### config.mk
export PLATFORM = sky130hd
export DESIGN_NAME = newton_square_root_top
export DESIGN_NICKNAME = d
export VERILOG_FILES = /design/src/hw/rtl/nsr_pkg.sv /design/src/hw/rtl/nsr_div.sv /design/src/hw/rtl/newton_square_root_top.sv
export VERILOG_INCLUDE_DIRS = /design/src /design/src/hw/rtl
export SDC_FILE = /design/constraint.sdc
export NUM_CORES = 2
export LEC_CHECK = 0
export ABC_AREA = 1
export BUFFER_PORTS_ARGS = -buffer_cell sky130_fd_sc_hd__clkbuf_2
export CAP_MARGIN = 20
export CORE_ASPECT_RATIO = 1.5
export CORE_MARGIN = 3
export CORE_UTILIZATION = 31
export DETAILED_ROUTE_END_ITERATION = 7
export HOLD_SLACK_MARGIN = 0.02
export PLACE_DENSITY = 0.56
export REMOVE_ABC_BUFFERS = 1
export SLEW_MARGIN = 20
export SYNTH_ARGS = -nofsm -noshare
export SYNTH_HDL_FRONTEND = slang
export SYNTH_SLANG_ARGS = --single-unit
### constraint.sdc
create_clock -name clk_i -period 10.7 [get_ports clk_i]
set_input_delay 0.535 -clock clk_i [delete_from_list [all_inputs] [get_ports clk_i]]
set_output_delay 0.535 -clock clk_i [all_outputs]
set_load 0.005 [all_outputs]
### src/hw/rtl/newton_square_root_top_assert.svh
// Assertion macros for the Newton square root block.
`ifndef NEWTON_SQUARE_ROOT_TOP_ASSERT_SVH
`define NEWTON_SQUARE_ROOT_TOP_ASSERT_SVH

// Check cons in the same cycle as ante.
`define NSR_ASSERT_NOW(lbl, ante, cons, msg) \
  lbl: assert property (@(posedge clk_i) disable iff (!rst_ni) \
    (ante) |-> (cons)) else $error(msg);

// Check cons in the cycle after ante.
`define NSR_ASSERT_NEXT(lbl, ante, cons, msg) \
  lbl: assert property (@(posedge clk_i) disable iff (!rst_ni) \
    (ante) |=> (cons)) else $error(msg);

`endif

### src/hw/rtl/nsr_pkg.sv
// Shared constants and types for the Newton square root block.
package nsr_pkg;

  localparam int unsigned DataW    = 32;
  localparam int unsigned FracBits = 16;
  localparam int unsigned SqW      = DataW + FracBits;
  localparam int unsigned ProdW    = 2 * DataW;
  localparam int unsigned IterW    = 6;
  localparam int unsigned CfgIdxW  = 2;
  localparam int unsigned DivCntW  = $clog2(SqW + 1);

  localparam logic [DataW-1:0]   TolReset  = DataW'(4295);
  localparam logic [IterW-1:0]   IterReset = IterW'(32);
  localparam logic [DataW-1:0]   GuessInit = DataW'(1) << FracBits;
  localparam logic [DataW-1:0]   DataMax   = '1;

  localparam logic [CfgIdxW-1:0] CfgTolerance = CfgIdxW'(0);
  localparam logic [CfgIdxW-1:0] CfgMaxIter   = CfgIdxW'(1);

  typedef struct packed {
    logic busy;
    logic done;
  } div_status_t;

endpackage

### src/hw/rtl/nsr_div.sv
// Radix-2 restoring divider, one quotient bit per cycle.
module nsr_div (
  input  logic                      clk_i,
  input  logic                      rst_ni,
  input  logic                      start_i,
  input  logic [nsr_pkg::SqW-1:0]   dividend_i,
  input  logic [nsr_pkg::DataW-1:0] divisor_i,
  output nsr_pkg::div_status_t      status_o,
  output logic [nsr_pkg::SqW-1:0]   quotient_o
);

  logic                          active_q, active_d;
  logic                          done_q, done_d;
  logic [nsr_pkg::DivCntW-1:0]   cnt_q, cnt_d;
  logic [nsr_pkg::SqW-1:0]       dvd_q, dvd_d;
  logic [nsr_pkg::DataW:0]       rem_q, rem_d;
  logic [nsr_pkg::DataW-1:0]     dsr_q, dsr_d;
  logic [nsr_pkg::DataW:0]       rem_sh;
  logic                          fits;

  assign rem_sh = {rem_q[nsr_pkg::DataW-1:0], dvd_q[nsr_pkg::SqW-1]};
  assign fits   = rem_sh >= {1'b0, dsr_q};

  always_comb begin
    active_d = active_q;
    done_d   = 1'b0;
    cnt_d    = cnt_q;
    dvd_d    = dvd_q;
    rem_d    = rem_q;
    dsr_d    = dsr_q;
    if (start_i && !active_q) begin
      active_d = 1'b1;
      cnt_d    = nsr_pkg::DivCntW'(nsr_pkg::SqW);
      dvd_d    = dividend_i;
      rem_d    = '0;
      dsr_d    = divisor_i;
    end else if (active_q) begin
      rem_d = fits ? (rem_sh - {1'b0, dsr_q}) : rem_sh;
      dvd_d = {dvd_q[nsr_pkg::SqW-2:0], fits};
      cnt_d = cnt_q - nsr_pkg::DivCntW'(1);
      if (cnt_q == nsr_pkg::DivCntW'(1)) begin
        active_d = 1'b0;
        done_d   = 1'b1;
      end
    end
  end

  always_ff @(posedge clk_i or negedge rst_ni) begin
    if (!rst_ni) begin
      active_q <= 1'b0;
      done_q   <= 1'b0;
      cnt_q    <= '0;
    end else begin
      active_q <= active_d;
      done_q   <= done_d;
      cnt_q    <= cnt_d;
    end
  end

  always_ff @(posedge clk_i) begin
    dvd_q <= dvd_d;
    rem_q <= rem_d;
    dsr_q <= dsr_d;
  end

  assign status_o.busy = active_q;
  assign status_o.done = done_q;
  assign quotient_o    = dvd_q;

endmodule

### src/hw/rtl/newton_square_root_top.sv
// Top level of the Newton square root block: sequencer, squarer, divider instance and config registers.
//
//  Channel   Handshake                  Payload
//  --------  -------------------------  ---------------------------------------------
//  input     start & !busy              x_value_i
//  result    done_o (one-cycle strobe)  root_o, converged_o, iterations_used_o
//  config    cfg_valid_i & cfg_ready_o  cfg_index_i, cfg_data_i
//
// A zero radicand goes straight to the done state; otherwise the block runs up to
// max_iterations Newton steps, each made of square, compare, divide in the radix-2 divider
// and update, and ends early when the guess is within tolerance or stops changing.
// busy stays high from acceptance through the done_o cycle; no new word is taken meanwhile.
// Reset clears the sequencer and loads tolerance 4295 and max_iterations 32.
// Results cannot be stalled: done_o marks a word that is taken in that same cycle.
module newton_square_root_top (
  input  logic                        clk_i,
  input  logic                        rst_ni,
  input  logic                        start,
  output logic                        busy,
  input  logic [nsr_pkg::DataW-1:0]   x_value_i,
  output logic                        done_o,
  output logic [nsr_pkg::DataW-1:0]   root_o,
  output logic                        converged_o,
  output logic [nsr_pkg::IterW-1:0]   iterations_used_o,
  input  logic                        cfg_valid_i,
  output logic                        cfg_ready_o,
  input  logic [nsr_pkg::CfgIdxW-1:0] cfg_index_i,
  input  logic [nsr_pkg::DataW-1:0]   cfg_data_i
);

  `include "newton_square_root_top_assert.svh"

  localparam logic [2:0] StIdle = 3'd0;
  localparam logic [2:0] StMul  = 3'd1;
  localparam logic [2:0] StChk  = 3'd2;
  localparam logic [2:0] StDiv  = 3'd3;
  localparam logic [2:0] StUpd  = 3'd4;
  localparam logic [2:0] StDone = 3'd5;

  logic [2:0]                      state_q, state_d;
  logic [nsr_pkg::DataW-1:0]       tol_q;
  logic [nsr_pkg::IterW-1:0]       max_iter_q;
  logic [nsr_pkg::SqW-1:0]         s_q, s_d;
  logic [nsr_pkg::DataW-1:0]       g_q, g_d;
  logic [nsr_pkg::ProdW-1:0]       sq_q, sq_d;
  logic [nsr_pkg::SqW-1:0]         q_q, q_d;
  logic [nsr_pkg::IterW-1:0]       iter_q, iter_d;
  logic                            conv_q, conv_d;

  logic                            div_start;
  nsr_pkg::div_status_t            div_st;
  logic [nsr_pkg::SqW-1:0]         div_quot;

  logic [nsr_pkg::ProdW-1:0]       s_ext;
  logic [nsr_pkg::ProdW-1:0]       diff;
  logic                            within_tol;
  logic [nsr_pkg::SqW:0]           sum;
  logic [nsr_pkg::SqW-1:0]         half;
  logic [nsr_pkg::DataW-1:0]       ng;

  nsr_div u_div (
    .clk_i      (clk_i),
    .rst_ni     (rst_ni),
    .start_i    (div_start),
    .dividend_i (s_q),
    .divisor_i  (g_q),
    .status_o   (div_st),
    .quotient_o (div_quot)
  );

  assign s_ext      = nsr_pkg::ProdW'(s_q);
  assign diff       = (s_ext >= sq_q) ? (s_ext - sq_q) : (sq_q - s_ext);
  assign within_tol = diff < nsr_pkg::ProdW'(tol_q);
  assign sum        = {1'b0, nsr_pkg::SqW'(g_q)} + {1'b0, q_q};
  assign half       = sum[nsr_pkg::SqW:1];
  assign ng         = (|half[nsr_pkg::SqW-1:nsr_pkg::DataW]) ? nsr_pkg::DataMax
                                                             : half[nsr_pkg::DataW-1:0];

  always_comb begin
    state_d   = state_q;
    s_d       = s_q;
    g_d       = g_q;
    sq_d      = sq_q;
    q_d       = q_q;
    iter_d    = iter_q;
    conv_d    = conv_q;
    div_start = 1'b0;
    unique case (state_q)
      StIdle: begin
        if (start) begin
          iter_d = '0;
          if (x_value_i == '0) begin
            g_d     = '0;
            conv_d  = 1'b1;
            state_d = StDone;
          end else begin
            s_d     = {x_value_i, {nsr_pkg::FracBits{1'b0}}};
            g_d     = nsr_pkg::GuessInit;
            conv_d  = 1'b0;
            state_d = StMul;
          end
        end
      end
      StMul: begin
        sq_d    = nsr_pkg::ProdW'(g_q) * nsr_pkg::ProdW'(g_q);
        state_d = StChk;
      end
      StChk: begin
        if (within_tol) begin
          conv_d  = 1'b1;
          state_d = StDone;
        end else if (iter_q >= max_iter_q) begin
          state_d = StDone;
        end else if (g_q == '0) begin
          q_d     = nsr_pkg::SqW'(nsr_pkg::DataMax);
          state_d = StUpd;
        end else begin
          div_start = 1'b1;
          state_d   = StDiv;
        end
      end
      StDiv: begin
        if (div_st.done) begin
          q_d     = div_quot;
          state_d = StUpd;
        end
      end
      StUpd: begin
        iter_d = iter_q + nsr_pkg::IterW'(1);
        if (ng == g_q) begin
          state_d = StDone;
        end else begin
          g_d     = ng;
          state_d = StMul;
        end
      end
      StDone: begin
        state_d = StIdle;
      end
      default: begin
        state_d = StIdle;
      end
    endcase
  end

  always_ff @(posedge clk_i or negedge rst_ni) begin
    if (!rst_ni) begin
      state_q    <= StIdle;
      tol_q      <= nsr_pkg::TolReset;
      max_iter_q <= nsr_pkg::IterReset;
    end else begin
      state_q <= state_d;
      if (cfg_valid_i && cfg_ready_o) begin
        unique case (cfg_index_i)
          nsr_pkg::CfgTolerance: tol_q      <= cfg_data_i;
          nsr_pkg::CfgMaxIter:   max_iter_q <= cfg_data_i[nsr_pkg::IterW-1:0];
          default: ;
        endcase
      end
    end
  end

  always_ff @(posedge clk_i) begin
    s_d_hold: begin
      s_q    <= s_d;
      g_q    <= g_d;
      sq_q   <= sq_d;
      q_q    <= q_d;
      iter_q <= iter_d;
      conv_q <= conv_d;
    end
  end

  assign busy              = state_q != StIdle;
  assign cfg_ready_o       = 1'b1;
  assign done_o            = state_q == StDone;
  assign root_o            = g_q;
  assign converged_o       = conv_q;
  assign iterations_used_o = iter_q;

  `NSR_ASSERT_NEXT(a_start_busy, start && !busy, busy, "accepted word did not raise busy")
  `NSR_ASSERT_NEXT(a_done_idle, done_o, !busy, "block not idle after result")
  `NSR_ASSERT_NOW(a_iter_cap, done_o, iterations_used_o <= max_iter_q, "step count above cap")
  `NSR_ASSERT_NOW(a_div_owner, div_st.busy, state_q == StDiv, "divider active outside wait")

endmodule

==> impl_metrics.sql <==
INSERT INTO impl_metrics (metric_group, metric, value, unit) VALUES
('outcome', 'outcome', 'completed', ''),
('synth', 'muxShareOfSynthArea', '0', '%'),
('finish', 'final.fill_count', '18800', ''),
('clock_network', 'cts_root_buffer', 'sky130_fd_sc_hd__clkbuf_16', ''),
('finish', 'finalInstanceArea', '0.0601', 'mm^2'),
('floorplan', 'die_w', '351', 'um'),
('clock_network', 'cts_resized', '0', ''),
('synth', 'synth.top_cell.area_share', '28.7', '%'),
('clock_network', 'clkSinkCount', '343', ''),
('clock_network', 'clk-insertion-delay-late', '610', 'ps'),
('sta', 'timing.slew.headroom', '21.9', '%'),
('global_routing', 'grt_use_total', '21.1', '%'),
('clock_network', 'max-clock-path-buffers', '3', ''),
('sta', 'maxClockFrequency', '106', 'MHz'),
('floorplan', 'core_area', '0.177', 'mm^2'),
('worst_setup_path', 'critPathArrivalTime', '9740', 'ps'),
('worst_setup_path', 'critical_path.endpoint_type', 'flop', ''),
('routing', 'drt-initial-drc-count', '2700', ''),
('clock_network', 'total_number_of_h_tree_levels', '2', ''),
('sta', 'grt_setup_unrepaired', 'false', ''),
('sta', 'setup_viol', '0', ''),
('routing', 'drt_first_pass_iters', '6', ''),
('sta', 'hold_viol', '0', ''),
('floorplan', 'ios', '112', ''),
('sta', 'final.setup.tns', '0', 'ps'),
('worst_setup_path', 'critPathRequiredTime', '11030', 'ps'),
('synth', 'synth_edf_count', '262', ''),
('routing', 'dr_wl_cell', '20.4', 'um'),
('synth', 'netlist-cell-type-count', '59', ''),
('place', 'global_placement_routability_congestion', '0.965', ''),
('finish', 'filler_free_cell_count_of_the_finished_design', '9456', ''),
('synth', 'mappedNetlistArea', '0.0554', 'mm^2'),
('synth', 'synthFlopType', 'sky130_fd_sc_hd__edfxtp_1', ''),
('clock_network', 'clk_transition_reported_paths', '70', 'ps'),
('global_routing', 'wire_length_of_the_first_global_routing_pass', '292', 'mm'),
('worst_hold_path', 'worstHoldPathType', 'input pin to asynchronous set/reset pin', ''),
('synth', 'synth_area_leaders', 'sky130_fd_sc_hd__fa_1 (29%), sky130_fd_sc_hd__edfxtp_1 (14%), sky130_fd_sc_hd__inv_1 (13%)', ''),
('routing', 'route.antenna.remaining_nets', '0', ''),
('global_routing', 'vias_in_the_first_global_route', '48800', ''),
('synth', 'parity_gate_share_of_the_synthesized_area_counting_xor_and_xnor_cells', '3.54', '%'),
('sta', 'post-route-min-period', '9410', 'ps'),
('synth', 'synth_fa_ha_area_share', '39.3', '%'),
('global_routing', 'pin_count_of_the_biggest_net_entering_global_routing', '65', ''),
('routing', 'routed_via_density', '4.75', ''),
('synth', 'postSynth.asyncResetShare', '14.3', '%'),
('clock_network', 'numCtsBuffers', '39', ''),
('global_routing', 'antenna_found_initial', '5', ''),
('floorplan', 'die_h', '524', 'um'),
('place', 'dp.final_hpwl', '160', 'mm'),
('finish', 'layout_overhead_on_the_synthesized_area', '8.47', '%'),
('worst_setup_path', 'path_max_fanout', '20', ''),
('synth', 'yosysTopAreaCell', 'sky130_fd_sc_hd__fa_1', ''),
('synth', 'ys_warns', '0', ''),
('sta', 'final_max_slew_viol_count', '0', ''),
('routing', 'detail_route.drc_violations', '0', ''),
('synth', 'most_numerous_cell_in_the_yosys_netlist', 'sky130_fd_sc_hd__inv_1', ''),
('synth', 'synth.ff_latch_count', '343', ''),
('synth', 'yosys.area_share.simple', '17.2', '%'),
('synth', 'synth.cells.most_frequent', 'sky130_fd_sc_hd__inv_1 (1966), sky130_fd_sc_hd__nand2_1 (1567), sky130_fd_sc_hd__fa_1 (795)', ''),
('worst_setup_path', 'setup.worst_path.start_class', 'flop', ''),
('sta', 'max_slew.worst_pin.slew', '1170', 'ps'),
('synth', 'synth-seq-area-share', '17.6', '%'),
('finish', 'layout-drive-gt1-share', '5.54', '%'),
('finish', 'num-nets-final', '8465', ''),
('sta', 'period_share', '88.0', '%'),
('sta', 'finClkSkew', '37.9', 'ps'),
('floorplan', 'core.rowCount', '189', ''),
('floorplan', 'starting_utilization_of_the_core_area', '31.3', '%'),
('place', 'port_buffers', '110', ''),
('routing', 'detailroute.via_count', '45000', ''),
('global_routing', 'grt_remaining_overflow', '0', '');
-- sequential cells by signal, summed over array words and instances, names as in the netlist --
name / count
u_div.rem_q: 32
q_q: 48
u_div.dsr_q: 32
converged_o: 1
max_iter_q: 6
iterations_used_o: 6
state_q: 3
s_q: 32
u_div.cnt_q: 6
u_div.quotient_o: 48
u_div.done_q: 1
u_div.active_q: 1
tol_q: 32
root_o: 32
sq_q: 63
-- layout by cell type (no fill, tap or decap), types with 36 or more instances in the layout --
cell                           n
sky130_fd_sc_hd__inv_2        36
sky130_fd_sc_hd__or2_2        38
sky130_fd_sc_hd__clkbuf_16    40
sky130_fd_sc_hd__a31oi_1      50
sky130_fd_sc_hd__a21oi_1     310
sky130_fd_sc_hd__clkbuf_2    110
sky130_fd_sc_hd__nand4_1      45
sky130_fd_sc_hd__nor2_1      426
sky130_fd_sc_hd__nor3_1       38
sky130_fd_sc_hd__xnor2_1      79
sky130_fd_sc_hd__dfrtp_1      42
sky130_fd_sc_hd__nand2_1    1564
sky130_fd_sc_hd__o21ai_0     226
sky130_fd_sc_hd__edfxtp_1    262
sky130_fd_sc_hd__buf_4        70
sky130_fd_sc_hd__inv_1      1965
sky130_fd_sc_hd__ha_1        469
sky130_fd_sc_hd__nand3_1     149
sky130_fd_sc_hd__xor2_1      145
sky130_fd_sc_hd__fa_1        795
-- stage by stage --
step	setup slack (ps)	hold WS (ps)	util [%]
floorplan	3220	239	-
global placement	-193	471	33.1
detailed placement	1390	475	33.1
CTS	1350	32.9	33.9
global route	1030	83.6	33.9
finish	1290	53.7	33.9
-- area by class of cell --
| class | count | area [um^2] | area share (%) |
|---|---|---|---|
| multi-input cells | 4557 | 37300 | 62.2 |
| flip-flops and latches | 343 | 9740 | 16.2 |
| inverters | 2002 | 7510 | 12.5 |
| well taps | 2292 | 2870 | 4.77 |
| repair buffers | 188 | 1230 | 2.04 |
| clock buffers | 44 | 1030 | 1.71 |
| clock inverters | 27 | 339 | 0.564 |
| diodes | 3 | 7.51 | 0.0125 |
-- worst paths after layout --
path / from / slack [ps] / depth (start not counted) / end
worst max register to register: root_o[15] / 1290 / 24 / sq_q[63]
worst min register to register: max_iter_q[4] / 490 / 2 / max_iter_q[4]
worst max-delay path: root_o[15] / 1290 / 24 / sq_q[63]
worst min-delay path: rst_ni / 50 / 2 / tol_q[15]
min in group clk_i: x_value_i[10] / 140 / 1 / s_q[26]
max in group asynchronous: rst_ni / 10180 / 2 / tol_q[24]
-- kinds of logic (layout without fill, tap and decap cells) --
kind of cell	Yosys count	in the layout
AO/OA/AOI/OAI	722	722
XOR/XNOR	224	224
AND/OR/NAND/NOR	2346	2346
flip-flops	343	343
other	1	4
buffers and inverters	2192	2261
adder cells (fa/ha/maj)	1264	1264
-- metal layers --
metal / GRT usage, % / wire length, um / vias up
li1: - / - / 21200
met1: 23.4 / 72900 / 22200
met2: 39.2 / 99300 / 1115
met3: 1.63 / 6800 / 433
met4: 12.6 / 13700 / 0
met5: 0 / 0 / -
-- worst max-delay path, stage by stage, from the launching register on --
cell and delay, ps:
sky130_fd_sc_hd__edfxtp_1 1130, sky130_fd_sc_hd__nand2_1 300, sky130_fd_sc_hd__fa_1 590, sky130_fd_sc_hd__inv_1 50
sky130_fd_sc_hd__fa_1 530, sky130_fd_sc_hd__inv_1 70, sky130_fd_sc_hd__fa_1 410, sky130_fd_sc_hd__fa_1 540
sky130_fd_sc_hd__inv_1 50, sky130_fd_sc_hd__fa_1 510, sky130_fd_sc_hd__fa_1 480, sky130_fd_sc_hd__fa_1 530
sky130_fd_sc_hd__inv_1 50, sky130_fd_sc_hd__fa_1 590, sky130_fd_sc_hd__inv_1 80, sky130_fd_sc_hd__ha_1 540
sky130_fd_sc_hd__nand2_1 350, sky130_fd_sc_hd__nor2_1 240, sky130_fd_sc_hd__nand2_1 130, sky130_fd_sc_hd__o221ai_2 580
sky130_fd_sc_hd__a21oi_1 290, sky130_fd_sc_hd__o21a_1 290, sky130_fd_sc_hd__o21bai_1 390, sky130_fd_sc_hd__a31oi_1 230
sky130_fd_sc_hd__xor2_1 190
Power is left out: the tool's default activity adds up to more than one toggle a clock period on the data nets, which glitch-free logic cannot reach.
